==> src/rtl/sacl_pkg.sv <==
// Shared types and constants for the instruction cache.
`timescale 1ns / 1ps
package sacl_pkg;
    localparam int WAYS = 4;
    localparam int TOTAL_LINES = 256;
    localparam int LINE_BYTES = 32;
    localparam int SETS = TOTAL_LINES / WAYS;
    localparam int LINE_WORDS = LINE_BYTES / 4;
    localparam int OFF_BITS = $clog2(LINE_BYTES);
    localparam int IDX_BITS = $clog2(SETS);
    localparam int WORD_BITS = OFF_BITS - 2;
    localparam int TAG_BITS = 32 - OFF_BITS - IDX_BITS;
    localparam int WAY_BITS = $clog2(WAYS);
    localparam int RANK_BITS = $clog2(WAYS);
    localparam int FILL_WORDS = (LINE_WORDS < 8) ? LINE_WORDS : 8;

    typedef logic [TAG_BITS-1:0] tag_t;
    typedef logic [IDX_BITS-1:0] set_t;
    typedef logic [WORD_BITS-1:0] woff_t;
    typedef logic [LINE_WORDS-1:0][31:0] line_t;

    typedef struct packed {
        tag_t  tag;
        set_t  set;
        woff_t word;
        line_t line;
    } req_t;
endpackage

==> src/rtl/sacl_front.sv <==
// Front end: accepts fetch words, splits the address and packs the line into a queue.
`timescale 1ns / 1ps
module sacl_front (
    input  logic            clk,
    input  logic            rst_n,
    input  logic            in_valid,
    output logic            in_stall,
    input  logic [31:0]     fetch_address,
    input  logic [63:0]     line_words_01,
    input  logic [63:0]     line_words_23,
    input  logic [63:0]     line_words_45,
    input  logic [63:0]     line_words_67,
    output logic            q_valid,
    input  logic            q_pop,
    output sacl_pkg::req_t  q_data
);
    // two-entry queue
    sacl_pkg::req_t q_mem_reg [2];
    logic        wr_ptr_reg, rd_ptr_reg;
    logic [1:0]  count_reg;
    sacl_pkg::req_t req;
    logic [255:0] flat;
    logic push;

    always_comb
    begin
        flat = {line_words_67, line_words_45, line_words_23, line_words_01};
        req.tag  = fetch_address[31 -: sacl_pkg::TAG_BITS];
        req.set  = fetch_address[sacl_pkg::OFF_BITS +: sacl_pkg::IDX_BITS];
        req.word = fetch_address[2 +: sacl_pkg::WORD_BITS];
        for (int i = 0; i < sacl_pkg::LINE_WORDS; i++)
        begin
            req.line[i] = (i < sacl_pkg::FILL_WORDS) ? flat[i*32 +: 32] : 32'd0;
        end
    end

    assign in_stall = (count_reg == 2'd2);
    assign push     = in_valid && !in_stall;
    assign q_valid  = (count_reg != 2'd0);
    assign q_data   = q_mem_reg[rd_ptr_reg];

    always_ff @(posedge clk)
    begin
        if (push)
        begin
            q_mem_reg[wr_ptr_reg] <= req;
        end
    end

    always_ff @(posedge clk or negedge rst_n)
    begin
        if (!rst_n)
        begin
            wr_ptr_reg <= 1'b0;
            rd_ptr_reg <= 1'b0;
            count_reg  <= 2'd0;
        end
        else
        begin
            if (push) wr_ptr_reg <= ~wr_ptr_reg;
            if (q_pop) rd_ptr_reg <= ~rd_ptr_reg;
            count_reg <= count_reg + {1'b0, push} - {1'b0, q_pop};
        end
    end
endmodule

==> config.mk <==
export PLATFORM = sky130hd
export DESIGN_NAME = sacl_front
export DESIGN_NICKNAME = d
export VERILOG_FILES = /design/src/rtl/sacl_pkg.sv /design/src/rtl/sacl_front.sv
export SDC_FILE = /design/constraint.sdc
export NUM_CORES = 1
export LEC_CHECK = 0
export ABC_AREA = 1
export BUFFER_PORTS_ARGS = -buffer_cell sky130_fd_sc_hd__clkbuf_2
export CAP_MARGIN = 20
export CORE_ASPECT_RATIO = 2
export CORE_MARGIN = 2
export CORE_UTILIZATION = 35
export DETAILED_ROUTE_END_ITERATION = 8
export SYNTH_ARGS = -nofsm -noshare
export SYNTH_HDL_FRONTEND = slang
export SYNTH_SLANG_ARGS = --single-unit
==> constraint.sdc <==
create_clock -name clk -period 12.9 [get_ports clk]
set_input_delay 1.935 -clock clk [delete_from_list [all_inputs] [get_ports clk]]
set_output_delay 1.935 -clock clk [all_outputs]
set_load 0.005 [all_outputs]
==> impl_metrics.yaml <==
worst_setup_path:
  max_stage_delay_ns: 0.96
  critical_path.top_delay_family: "buffers and inverters"
  cp_num_cells: 5
  critPathLaunchType: "register"
  crit_slowest_cell: "dfrtp_4"
  reg2reg_depth: 6
  endpoint_kind: "output pin"
  r2r_start: "count_reg[0]"
  ff2ff_setup_slack_ns: 9.39
  required_ns: 10.97
  path_common_cell: "buf_4"
  regToRegEndpoint: "q_mem_reg[1][215]"
  path_class: "reg2out"
  worstPathArrival_ns: 3.65
  critPathBufInv: 3
  cp_cell_sequence: "buf_4 > buf_4 > nand2_1 > o21ai_1 > clkbuf_2"
  critPathMaxFanout: 104
clock_tree:
  post-cts-setup-buffer-count: 0
  root_buffer: "clkbuf_16"
  numClockSinks: 576
  clockBufferDepth: 3
  cts_hold_buf: 0
  cts_tree: "yes"
  cts.repair.resized: 0
  numCtsBuffers: 49
  insertion_delay_ns: 0.58
  htreeDepth: 2
  cts.clk_slew.worst_paths_ns: 0.06
route:
  dr.pass1.iters: 5
  vias: 12849
  viasPerCell: 4.39
  avgRoutedWirePerCell_um: 16.8
  drc: 0
  ant_nets: 0
  drt-total-wl_um: 49200
  first_iter_violations: 871
sta:
  clock_skew_ns: 0.0137
  tns_ns: 0
  tightest_slew_ns: 1.07
  slew_viol_final: 0
  max_freq_mhz: 179
  rsz0062_at_grt: "no"
  finalCritPeriodShare: 0.433
  setup_viol: 0
  post-route-min-period_ns: 5.59
  relSlewSlack: 0.285
  hold_viol: 0
worst_hold_path:
  min_from: "wr_ptr_reg"
  hold_end: "wr_ptr_reg"
  hp-class: "reg2reg"
  worstHoldPathCells: 2
power_and_ir_drop:
  power.density_nw_per_um2: 217
  p_leak_uw: 0.0112
  power.total_uw: 5750
  ir_drop_uv: 135
logic_synthesis:
  avgSynthCellArea_sq_um: 14.2
  synth-seq-cells: 576
  ys_seq_area_frac: 0.799
  netlist_area_sq_um: 21600
  netlist_instances: 1522
  syn_nets: 1816
  ys_types: 12
  yosysWarnings: 0
floorplanning:
  die-area_sq_um: 63900
  core_region_area_sq_um: 61000
  die_h_um: 356
  num_io_pins: 580
  die_w_um: 180
  std_cell_rows: 128
  initial_core_util: 0.354
final_layout:
  synthToLayoutAreaGrowth_pct: 22.5
  nets: 2391
  nFillCells: 5640
  largest_register_ffs: 572
  drive_gt1_frac: 0.309
  multi_input_comb_area_sq_um: 2600
  seq_area_sq_um: 17300
global_routing:
  grt_pass1_wl_um: 73200
  antenna_found_initial: 19
  grt_use_total: 0.148
  grt_max_degree: 218
  grt_pass1_vias: 13006
  grt_overflow_total: 0
flow_run:
  maxCapViolCount: 0
placement:
  portBuffers: 577
  gp_congestion: 0.802
  dp_hpwl_um: 34500
outcome:
  status: "finished clean"
[cells in the final DEF, fill, tap and decap left out]
cell type and n:
clkbuf_2 577, edfxtp_1 572, nand2_1 296, inv_1 293
o21ai_1 286, clkbuf_16 51, clkinv_1 12, diode_2 11
clkinv_2 10, buf_4 10, clkbuf_1 7, bufinv_16 3
dfrtp_1 3, nand3_1 2, inv_8 2, ha_1 2
inv_6 2, nor2_4 1, xor2_1 1, clkinvlp_4 1
buf_12 1, dfrtp_4 1
[layout make-up]
cell class	count	area share
antenna	11	0.00104
clock buffer	58	0.0492
clock inverter	29	0.00836
inverter	294	0.0419
multi-input combinational	588	0.0980
sequential	576	0.652
tap	780	0.0368
timing repair buffer	588	0.113
[cells by family (layout without fill, tap and decap cells)]
family,Yosys count,after routing,share of synthesized area
compound gates,286,286,0.0662
xor+xnor,1,1,0.000405
fa+ha+maj,2,2,0.00116
buf+inv,358,969,0.0812
flops,576,576,0.799
other cells,0,11,0
simple gates,299,299,0.0520
[worst reg2reg max path, delay by kind of cell, from the launching register on]
family | cells | cell delay (ns)
flops | 1 | 0.36
buf+inv | 3 | 1.70
simple gates | 3 | 0.98
[synthesized netlist by cell type]
| master | count | share of area |
|---|---|---|
| buf_6 | 44 | 0.023 |
| ha_1 | 2 | 0.0012 |
| nand2_1 | 296 | 0.051 |
| inv_1 | 294 | 0.051 |
| dfrtp_1 | 4 | 0.0046 |
| buf_8 | 1 | 0.00069 |
| o21ai_1 | 286 | 0.066 |
| xor2_1 | 1 | 0.00041 |
| nand3_1 | 2 | 0.00046 |
| edfxtp_1 | 572 | 0.79 |
| buf_4 | 19 | 0.0066 |
| nor2_1 | 1 | 0.00017 |
[layer usage]
layer	GRT usage	up-vias	share of wire
li1	-	6307	-
met1	0.151	5886	0.34
met2	0.266	523	0.52
met3	0.0509	117	0.089
met4	0.0792	16	0.049
met5	0	-	0.0021
[stage by stage]
step | std cells | area (sq um) | hold WS [ns] | utilization | setup slack, ns
detailed placement | 2826 | 24900 | 0.464 | 0.409 | 7.77
global route | 2923 | 26500 | 0.491 | 0.434 | 6.90
global placement | 2826 | 24900 | 0.458 | 0.409 | 7.85
CTS | 2913 | 26500 | 0.480 | 0.434 | 7.18
floorplan | 1522 | 21600 | 0.442 | - | 2.95
finish | 2924 | 26500 | 0.481 | 0.434 | 7.31
[worst max-delay path by stage]
stage	slack, ns	endpoint	from
after floorplan	2.95	q_mem_reg[1][0]	in_valid
after global placement	7.85	q_mem_reg[1][274]	in_valid
after detailed placement	7.77	q_mem_reg[1][220]	in_valid
after CTS	7.18	q_data[64]	rd_ptr_reg
after global routing	6.90	q_data[227]	rd_ptr_reg
final	7.31	q_data[64]	rd_ptr_reg
[where the power goes]
group	total [uW]	switching [uW]	internal (uW)
Combinational	1650	1080	571
Sequential	2680	124	2550
Clock	1420	636	780
Total	5750	1840	3910
Power figures use the tool's default switching activity.
